$ cat config.mk
export PLATFORM = sky130hd
export DESIGN_NAME = scm_div
export DESIGN_NICKNAME = d
export VERILOG_FILES = /design/src/hdl/scm_pkg.sv /design/src/hdl/scm_div.sv
export SDC_FILE = /design/constraint.sdc
export NUM_CORES = 1
export LEC_CHECK = 0
export BUFFER_PORTS_ARGS = -buffer_cell sky130_fd_sc_hd__buf_2
export CAP_MARGIN = 20
export CORE_MARGIN = 2
export CORE_UTILIZATION = 45
export CTS_CLUSTER_SIZE = 28
export DETAILED_ROUTE_END_ITERATION = 10
export PLACE_DENSITY = 0.82
export SYNTH_ARGS = -nofsm -noshare
export SYNTH_HDL_FRONTEND = slang
export SYNTH_SLANG_ARGS = --single-unit
export TNS_END_PERCENT = 50
$ cat constraint.sdc
create_clock -name clk_i -period 2.8 [get_ports clk_i]
set_clock_uncertainty 0.05 [all_clocks]
set_input_delay 0.28 -clock clk_i [delete_from_list [all_inputs] [get_ports clk_i]]
set_output_delay 0.28 -clock clk_i [all_outputs]
set_load 0.01 [all_outputs]
$ cat src/hdl/scm_pkg.sv
`default_nettype none
package scm_pkg;

  localparam int unsigned MAX_SAMPLES_DEF = 64;
  localparam int unsigned CNT_W = 7;
  localparam int unsigned IN_TDATA_W = 128;
  localparam int unsigned OUT_TDATA_W = 112;

  typedef enum logic [3:0] {
    ST_LOAD,
    ST_PASS,
    ST_DIVM,
    ST_DIVS,
    ST_MULM,
    ST_VAR,
    ST_CONV,
    ST_DEC,
    ST_EMIT
  } state_e;

endpackage
`default_nettype wire

$ cat src/hdl/scm_div.sv
`default_nettype none
// Restoring divider, one quotient bit per cycle; 64-bit dividend, count-sized divisor.
module scm_div
  import scm_pkg::*;
(
  input  wire logic              clk_i,
  input  wire logic              rst_ni,
  input  wire logic              start_i,
  input  wire logic [63:0]       dividend_i,
  input  wire logic [CNT_W-1:0]  divisor_i,
  output logic                   done_o,
  output logic [63:0]            quot_o
);

  logic             busy_q;
  logic             done_q;
  logic [5:0]       step_q;
  logic [63:0]      dq_q;
  logic [CNT_W-1:0] rem_q;
  logic [CNT_W-1:0] div_q;
  logic [CNT_W:0]   trial;
  logic [CNT_W:0]   diff;
  logic             ge;

  assign trial = {rem_q, dq_q[63]};
  assign ge    = trial >= {1'b0, div_q};
  assign diff  = trial - {1'b0, div_q};

  always_ff @(posedge clk_i or negedge rst_ni) begin
    if (!rst_ni) begin
      busy_q <= 1'b0;
      done_q <= 1'b0;
      step_q <= '0;
    end else if (start_i) begin
      busy_q <= 1'b1;
      done_q <= 1'b0;
      step_q <= '0;
    end else if (busy_q) begin
      step_q <= step_q + 6'd1;
      if (step_q == 6'd63) begin
        busy_q <= 1'b0;
        done_q <= 1'b1;
      end
    end else begin
      done_q <= 1'b0;
    end
  end

  always_ff @(posedge clk_i) begin
    if (start_i) begin
      dq_q  <= dividend_i;
      rem_q <= '0;
      div_q <= divisor_i;
    end else if (busy_q) begin
      dq_q  <= {dq_q[62:0], ge};
      rem_q <= ge ? diff[CNT_W-1:0] : trial[CNT_W-1:0];
    end
  end

  assign done_o = done_q;
  assign quot_o = dq_q;

endmodule
`default_nettype wire
==> flow_metrics.py, run 1 <==
metrics = {
    "worst_setup_path": {
        "cpPeakStageDelay_ns": 0.41,
        "worstSetupStartpointType": "flop",
        "endpoint_kind": "flop",
        "path_buf_inv": 1,
        "critPathKind": "reg2reg",
        "critPathMaxFanout": 9,
        "cp.required_ns": 3.00,
        "cp.arrival_ns": 2.56,
        "crit_path_cell_trace": "inv_1 -> ha_1 -> fa_1 -> nand2b_2 -> a211o_1 -> and3_1 -> a311oi_2",
        "crit_slowest_cell": "fa_1",
        "path_delay_family": "compound AO/OA/AOI/OAI gates",
    },
    "place": {
        "gp_congestion": 0.804,
        "dp_hpwl_mm": 5.85,
        "portBuffers": 138,
    },
    "logic_synthesis": {
        "synth_seq_cells": 86,
        "synth_edf_count": 71,
        "yosysTopAreaCell": "edfxtp_1",
        "ys_seq_area_frac": 0.603,
        "netlist_area_mm2": 0.00410,
        "synth_common_cells": "edfxtp_1 (71), mux2_2 (63), inv_1 (13)",
        "synth.avg_cell_area_um2": 14.6,
        "yosysWarningCount": 0,
        "syn_inst": 280,
        "ys_types": 52,
        "synth_flop_cell": "edfxtp_1",
        "synth_top_area_share": 0.520,
        "synthArstFlopShare": 0.0930,
        "syn-num-nets": 363,
        "synthTopCellsByArea": "edfxtp_1 (52%), mux2_2 (17%), dfrtp_1 (4.9%), dfxtp_1 (3.4%), ha_1 (2.4%)",
        "yosysMostFrequentCell": "edfxtp_1",
    },
    "power_and_ir_drop": {
        "sw_frac_of_total": 0.282,
        "ir_worst_vdd_mv": 0.389,
        "p_int_mw": 2.64,
        "cellPowerDensity_mw_per_mm2": 718,
        "pwr-share-seq": 0.454,
        "p_switching_mw": 1.04,
        "p_leak_nw": 2.21,
        "comb_power_share": 0.266,
        "clockPowerShare": 0.280,
    },
    "detailed_routing": {
        "dr_wl_met3_um": 458,
        "dr_wl_met2_mm": 4.01,
        "wl_mm": 8.09,
        "drt-wirelength-per-cell_um": 15.1,
        "drtPass1Iterations": 4,
        "wl_met1_mm": 3.51,
        "route.detailed.drc": 0,
        "top_layer": "met4",
        "final_antenna_net_count": 0,
        "vias_per_cell": 5.12,
        "drt_iter0_drc": 88,
        "vias": 2736,
    },
    "sta": {
        "rsz0062_at_grt": "no",
        "finalMaxSlewViolations": 0,
        "report.final.hold_viol_count": 0,
        "finalSetupViolations": 0,
        "setup-tns-final_ns": 0,
        "max_freq_mhz": 423,
        "maxSlewHeadroom": 0.665,
        "worst_slew_pin_slew_ns": 0.502,
        "min_period_over_period": 0.844,
        "min_period_ns": 2.36,
    },
    "cts": {
        "cts_buffers": 9,
        "insertion_delay_ns": 0.34,
        "ctsHoldBuffers": 1,
        "post_cts_buffers": 0,
        "cts_tree": "built",
        "cts_max_level": 3,
        "clock_sinks": 86,
        "clock_path_buffers": 2,
        "clock-root-buffer": "clkbuf_8",
        "clk_pin_slew_ns": 0.09,
        "cts_resized": 0,
    },
    "finish": {
        "drive_above_1_share": 0.552,
        "nets": 504,
        "multiInputGateArea_mm2": 0.00149,
        "utilization": 0.585,
        "nFillCells": 709,
        "syn2layout_area_growth_pct": 25.1,
        "seq_area_mm2": 0.00247,
        "n_antenna_cell": 0,
    },
    "global_route": {
        "grt_pass1_vias": 2783,
        "overflow": 0,
        "grt_usage": 0.165,
        "grt_max_degree": 42,
        "grt_first_pass_wirelength_mm": 12.9,
        "antenna_found_initial": 0,
    },
    "floorplanning": {
        "die_width_um": 99.4,
        "start_util": 0.468,
        "row_count": 34,
        "pin_count": 139,
        "die_area_mm2": 0.00989,
        "die_h_um": 99.4,
        "coreArea_mm2": 0.00876,
    },
    "hold_path": {
        "hold_path_class": "in2reg",
    },
    "flow_run": {
        "drv_cap": 0,
    },
    "run_status": {
        "status": "finished clean",
    },
}
==> worst paths after layout <==
kind / from / endpoint / slack, ns / cells after the start
worst min register to register: done_o$_DFFE_PN0P_ / done_o$_DFFE_PN0P_ / 0.48 / 2
max in group asynchronous: rst_ni / step_q[4]$_DFFE_PN0P_ / 2.27 / 2
min in group asynchronous: rst_ni / step_q[5]$_DFFE_PN0P_ / 0.26 / 2
worst min-delay path: divisor_i[4] / div_q[4]$_DFFE_PP_ / 0.06 / 1
worst max-delay path: quot_o[63]$_DFFE_PP_ / rem_q[0]$_SDFFE_PP0P_ / 0.44 / 7
worst max register to register: quot_o[63]$_DFFE_PP_ / rem_q[0]$_SDFFE_PP0P_ / 0.44 / 7
==> layout make-up <==
| class | instances | share of cell area |
|---|---|---|
| Timing Repair Buffer | 145 | 0.146 |
| Clock buffer | 10 | 0.0249 |
| Inverter | 13 | 0.00951 |
| Clock inverter | 6 | 0.0215 |
| Sequential cell | 86 | 0.482 |
| Multi-Input combinational cell | 166 | 0.290 |
| Tap cell | 108 | 0.0263 |
==> per-stage QoR <==
step / std cells / hold WS (ns) / instance area [um2] / total power [mW] / setup WS, ns
floorplan: 280 / -0.0656 / 4100 / 2.42 / 0.512
global placement: 517 / 0.0792 / 4880 / 2.65 / 0.531
detailed placement: 517 / 0.0838 / 4880 / 2.68 / 0.451
CTS: 534 / 0.0351 / 5130 / 3.72 / 0.413
global route: 534 / 0.0318 / 5130 / 3.89 / 0.259
finish: 534 / 0.0555 / 5130 / 3.68 / 0.436
==> worst register-to-register path, stage by stage (launching register included) <==
cell      delay (ns)
edfxtp_1        0.35
inv_1           0.07
ha_1            0.22
fa_1            0.41
nand2b_2        0.20
a211o_1         0.37
and3_1          0.32
a311oi_2        0.29
==> per-layer routing <==
metal	up-vias	global-route usage
met3	8	0.0471
met2	80	0.270
met4	0	0.0664
met1	1312	0.208
met5	-	0
li1	1336	-
==> sequential cells by signal, indices dropped and copies added (netlist names) <==
signal and count:
quot_o 64, div_q 7, rem_q 7, step_q 6, busy_q 1, done_o 1
==> kinds of logic after synthesis <==
logic type | synth area share
flops | 0.603
fa+ha+maj | 0.0293
simple gates | 0.0681
compound gates | 0.0745
xor+xnor | 0.0128
mux | 0.178
buf+inv | 0.0342
==> cells in the final DEF (no fill, tap or decap), drive strengths merged, types with 3 or more instances in the layout <==
cell / netlist / layout
a211oi: 3 / 3
a21oi: 3 / 3
a41oi: 4 / 4
buf: 13 / 144
bufinv: 0 / 3
clkbuf: 2 / 10
dfrtp: 8 / 8
dfxtp: 7 / 7
edfxtp: 71 / 71
ha: 8 / 8
inv: 13 / 13
mux2: 63 / 63
nand2: 8 / 8
nand2b: 3 / 3
nand4: 4 / 4
nor2: 12 / 12
nor2b: 4 / 4
nor3b: 6 / 6
o21ai: 6 / 6
or2: 4 / 4
xnor2: 3 / 3
xor2: 3 / 3
==> power groups by stage <==
stage | logic (mW) | registers, mW | clock network, mW
after floorplan | 0.681 | 1.74 | 0
after global placement | 0.951 | 1.70 | 0
after detailed placement | 0.982 | 1.70 | 0
after CTS | 0.987 | 1.68 | 1.06
after global routing | 1.08 | 1.70 | 1.11
final | 0.981 | 1.67 | 1.03
No activity file was read; power rests on OpenSTA's default activity.
==> run 2: changes to the inputs <==
Clock period 2.8 ns to 2.4 ns, I/O delays scaled along.
==> run 2 against run 1 <==
Utilization increased by 0.10 points. Worst hold slack got worse by 0.031 ns. Sequential share of layout area decreased by 0.082 points. Cell count increased by 1.1%. First-iteration DRC count decreased by 9.1%. Global-route usage decreased by 0.14 points. Flip-flop and latch count unchanged. Register-to-register slack got worse by 0.25 ns. Sequential power increased by 17%. Wire length decreased by 0.40%. Via count increased by 2.5%.
==> flow_metrics.py, run 2 (synthesis gave the netlist of run 1 again) <==
metrics = {
    "sta": {
        "setup-tns-final_ns": 0,
        "worst_slew_pin_slew_ns": 0.513,
        "min_period_over_period": 0.924,
        "finalSetupViolations": 0,
        "rsz0062_at_grt": "no",
        "finalMaxSlewViolations": 0,
        "report.final.hold_viol_count": 0,
        "fin_ws_ns": 0.182,
        "maxSlewHeadroom": 0.658,
        "min_period_ns": 2.22,
        "max_freq_mhz": 451,
    },
    "worst_setup_path": {
        "critPathKind": "reg2reg",
        "crit_slowest_cell": "fa_1",
        "worstSetupStartpointType": "flop",
        "crit_path_cell_trace": "inv_1 -> ha_1 -> fa_1 -> nand2b_2 -> a211o_1 -> and3_1 -> a311oi_2",
        "cp.required_ns": 2.61,
        "cp.arrival_ns": 2.43,
        "critPathMaxFanout": 6,
        "cpPeakStageDelay_ns": 0.41,
        "endpoint_kind": "flop",
    },
    "detailed_routing": {
        "vias_per_cell": 5.19,
        "drt_iter0_drc": 80,
        "vias": 2804,
        "drtPass1Iterations": 4,
        "wl_mm": 8.06,
        "route.detailed.drc": 0,
        "drt-wirelength-per-cell_um": 14.9,
        "final_antenna_net_count": 0,
    },
    "cts": {
        "cts_resized": 0,
        "clock_sinks": 86,
        "clock-root-buffer": "clkbuf_8",
        "insertion_delay_ns": 0.34,
        "cts_max_level": 3,
        "clock_path_buffers": 2,
        "clk_pin_slew_ns": 0.09,
        "cts_tree": "built",
        "cts_buffers": 9,
    },
    "floorplanning": {
        "die_width_um": 99.4,
        "coreArea_mm2": 0.00876,
        "row_count": 34,
        "start_util": 0.468,
        "die_h_um": 99.4,
        "pin_count": 139,
        "die_area_mm2": 0.00989,
    },
    "finish": {
        "nets": 510,
        "final_common_cell": "buf_2",
        "final_cell_mix": "buf_2 (137), edfxtp_1 (71), mux2_2 (63)",
        "syn2layout_area_growth_pct": 25.3,
        "drive_above_1_share": 0.549,
        "n_antenna_cell": 0,
        "largest_reg_flops": 64,
    },
    "place": {
        "dp_hpwl_mm": 5.79,
        "gp_congestion": 0.846,
        "place_ws_ns": 0.191,
        "portBuffers": 138,
    },
    "flow_run": {
        "drv_cap": 0,
    },
    "run_status": {
        "status": "finished clean",
    },
    "hold_path": {
        "hold_path_class": "in2reg",
    },
    "global_route": {
        "antenna_found_initial": 0,
        "grt_first_pass_wirelength_mm": 12.8,
        "grt_usage": 0.164,
        "grt_max_degree": 42,
        "grt_pass1_vias": 2745,
        "overflow": 0,
    },
    "power_and_ir_drop": {
        "ir_worst_vdd_mv": 0.404,
        "comb_power_share": 0.285,
        "clockPowerShare": 0.241,
        "p_total_mw": 4.12,
        "p_leak_nw": 2.21,
        "cellPowerDensity_mw_per_mm2": 802,
        "pwr-share-seq": 0.474,
        "p_switching_mw": 1.22,
        "sw_frac_of_total": 0.296,
        "p_int_mw": 2.90,
    },
}
## run 2: cell count changes in the layout (fill, tap and decap cells not counted)
cell | before | now
clkinv_1 | 1 | 0
bufinv_16 | 3 | 1
clkinv_4 | 1 | 2
clkinv_2 | 0 | 1
buf_4 | 7 | 9
clkbuf_1 | 1 | 2
dlygate4sd3_1 | 1 | 5
## run 2: power by group through the flow
stage                     clock network, mW  registers, mW  logic, mW
final                                 0.992           1.96       1.18
after global routing                   1.09           1.99       1.29
after CTS                              1.03           1.96       1.18
after detailed placement                  0           1.99       1.17
after global placement                    0           1.98       1.14
after floorplan                           0           2.02      0.794
## run 2: area by class of cell
cell class                 instances  area (um2)
fill                             741        3630
inverter                          13        48.8
tap                              108         135
clock buffer                      11         131
multi-input combinational        166        1490
sequential                        86        2470
timing repair buffer             151         803
clock inverter                     5        60.1
## run 2: critical path: cells and delay by family, from the launching register on
family	cells	cell delay, ns
fa+ha+maj	2	0.63
compound gates	2	0.56
simple gates	2	0.48
flops	1	0.35
buf+inv	1	0.07
## run 2: per-layer routing
metal | routed length, um | global-route usage | part of all wire
met1 | 3480 | 0.207 | 0.43
met2 | 3970 | 0.267 | 0.49
met3 | 454 | 0.0436 | 0.056
met4 | 150 | 0.0717 | 0.019
met5 | 0 | 0 | 0
## run 2: timing repair
action / in CTS / in global routing
hold buffers: 3 / 2
endpoints found under the hold margin: 10 / 2
buffers inserted: 0 / 0
## run 2: worst paths after layout
check,from,end,slack [ns],cells after the start
min reg2reg,done_o$_DFFE_PN0P_,done_o$_DFFE_PN0P_,0.46,2
min,divisor_i[2],div_q[2]$_DFFE_PP_,0.02,1
max,quot_o[63]$_DFFE_PP_,rem_q[0]$_SDFFE_PP0P_,0.18,7
max in group asynchronous,rst_ni,step_q[5]$_DFFE_PN0P_,1.92,2
max reg2reg,quot_o[63]$_DFFE_PP_,rem_q[0]$_SDFFE_PP0P_,0.18,7
min in group asynchronous,rst_ni,done_o$_DFFE_PN0P_,0.21,2
## run 2: through the flow
stage / hold slack (ns) / instances / cell area (um2) / utilization
after floorplan: -0.106 / 280 / 4100 / -
after global placement: 0.0383 / 519 / 4900 / 0.559
after detailed placement: 0.0383 / 519 / 4900 / 0.559
after CTS: 0.000161 / 538 / 5120 / 0.584
after global routing: 0.00177 / 540 / 5140 / 0.586
final: 0.0245 / 540 / 5140 / 0.586
==> run 3: changes to the inputs <==
==> constraint.sdc (replaced) <==
create_clock -name clk_i -period 2.4 [get_ports clk_i]
set_clock_uncertainty 0.05 [all_clocks]
set_input_delay 0.36 -clock clk_i [delete_from_list [all_inputs] [get_ports clk_i]]
set_output_delay 0.36 -clock clk_i [all_outputs]
set_load 0.01 [all_outputs]
==> run 3 against run 2 <==
Clock power up 21%. Power up 5.5%. Die area unchanged. Flip-flop and latch count unchanged. Critical path depth unchanged. Largest cell class unchanged. Maximum frequency down 0.77%.
==> flow_metrics.py, run 3 (synthesis gave the netlist of run 1 again) <==
metrics = {
    "run_status": {
        "status": "finished clean",
    },
    "floorplanning": {
        "die_width_um": 99.4,
        "start_util": 0.468,
        "die_h_um": 99.4,
        "coreArea_mm2": 0.00876,
        "die_area_mm2": 0.00989,
        "row_count": 34,
        "pin_count": 139,
    },
    "global_route": {
        "grt_usage": 0.174,
        "overflow": 0,
        "grt_first_pass_wirelength_mm": 13.5,
        "antenna_found_initial": 0,
        "grt_max_degree": 44,
        "grt_pass1_vias": 2879,
    },
    "worst_setup_path": {
        "cp.arrival_ns": 2.44,
        "crit_slowest_cell": "fa_1",
        "cp.required_ns": 2.60,
        "critPathKind": "reg2reg",
        "critPathMaxFanout": 6,
        "endpoint_kind": "flop",
        "cpPeakStageDelay_ns": 0.40,
        "worstSetupStartpointType": "flop",
        "crit_path_cell_trace": "inv_1 -> ha_1 -> fa_1 -> nand2b_2 -> a211o_1 -> and3_1 -> a311oi_2",
    },
    "power_and_ir_drop": {
        "p_leak_nw": 2.22,
        "ir_worst_vdd_mv": 0.421,
        "p_total_mw": 4.35,
        "cellPowerDensity_mw_per_mm2": 845,
    },
    "place": {
        "post-place-cells": 518,
        "gp_congestion": 0.842,
        "dp_hpwl_mm": 6.10,
        "portBuffers": 138,
    },
    "cts": {
        "cts_max_level": 3,
        "clock_path_buffers": 2,
        "post_cts_buffers": 0,
        "ctsHoldBuffers": 1,
        "cts_tree": "built",
        "clock_sinks": 86,
        "clock-root-buffer": "clkbuf_8",
        "cts_buffers": 9,
        "cts_resized": 0,
        "clk_pin_slew_ns": 0.08,
        "insertion_delay_ns": 0.34,
    },
    "detailed_routing": {
        "route.detailed.drc": 0,
        "drtPass1Iterations": 4,
        "vias": 2806,
        "drt-wirelength-per-cell_um": 15.7,
        "wl_mm": 8.39,
        "drt_iter0_drc": 80,
        "vias_per_cell": 5.24,
        "final_antenna_net_count": 0,
    },
    "finish": {
        "utilization": 0.588,
        "drive_above_1_share": 0.553,
        "fin_cells": 535,
        "n_antenna_cell": 0,
        "largest_reg_flops": 64,
        "syn2layout_area_growth_pct": 25.6,
        "final_cell_mix": "buf_2 (137), edfxtp_1 (71), mux2_2 (63)",
        "final_common_cell": "buf_2",
        "nets": 505,
    },
    "hold_path": {
        "hold_path_class": "in2reg",
    },
    "sta": {
        "worst_slew_pin_slew_ns": 0.440,
        "min_period_over_period": 0.931,
        "maxSlewHeadroom": 0.706,
        "max_freq_mhz": 447,
        "finalMaxSlewViolations": 0,
        "report.final.hold_viol_count": 0,
        "min_period_ns": 2.24,
        "setup-tns-final_ns": 0,
        "rsz0062_at_grt": "no",
        "finalSetupViolations": 0,
    },
    "flow_run": {
        "drv_cap": 0,
    },
}
## run 3: layout make-up
class	instances	area [um2]
fillers	704	3610
flip-flops and latches	86	2470
multi-input cells	166	1490
repair buffers	146	768
well taps	108	135
clock buffers	10	128
clock inverters	6	110
inverters	13	48.8
## run 3: where the power goes
group          total, mW  internal [mW]  switching [mW]
combinational       1.19          0.584           0.609
clock               1.20          0.691           0.509
sequential          1.96           1.83           0.124
## run 3: critical path: cells and delay by family (launching register included)
| kind | cells | cell delay, ns |
|---|---|---|
| fa+ha+maj | 2 | 0.63 |
| flops | 1 | 0.35 |
| buf+inv | 1 | 0.07 |
| compound gates | 2 | 0.56 |
| simple gates | 2 | 0.48 |
## run 3: routing by layer
metal	part of all wire	wire, um	GRT usage	up-vias
li1	-	-	-	1343
met1	0.42	3500	0.213	1371
met2	0.52	4330	0.293	82
met3	0.054	455	0.0520	10
met4	0.012	102	0.0590	0
met5	0	0	0	-
## run 3: final timing paths
path                            depth (start not counted)                 start               endpoint  slack, ns
min in group asynchronous                               2                rst_ni     done_o$_DFFE_PN0P_       0.33
max in group asynchronous                               2                rst_ni       busy_q$_DFF_PN0_       1.79
worst max-delay path                                    7  quot_o[63]$_DFFE_PP_  rem_q[0]$_SDFFE_PP0P_       0.16
worst max register to register                          7  quot_o[63]$_DFFE_PP_  rem_q[0]$_SDFFE_PP0P_       0.16
worst min register to register                          2    done_o$_DFFE_PN0P_     done_o$_DFFE_PN0P_       0.46
worst min-delay path                                    1          divisor_i[6]     div_q[6]$_DFFE_PP_       0.14
## run 3: per-stage QoR
stage	setup WS (ns)	hold WS (ns)	area, um2
5_1_grt	0.0594	0.116	5150
2_1_floorplan	0.112	0.0144	4100
6_report	0.165	0.140	5150
4_1_cts	0.159	0.116	5150
3_3_place_gp	0.269	0.157	4900
3_5_place_dp	0.190	0.166	4900
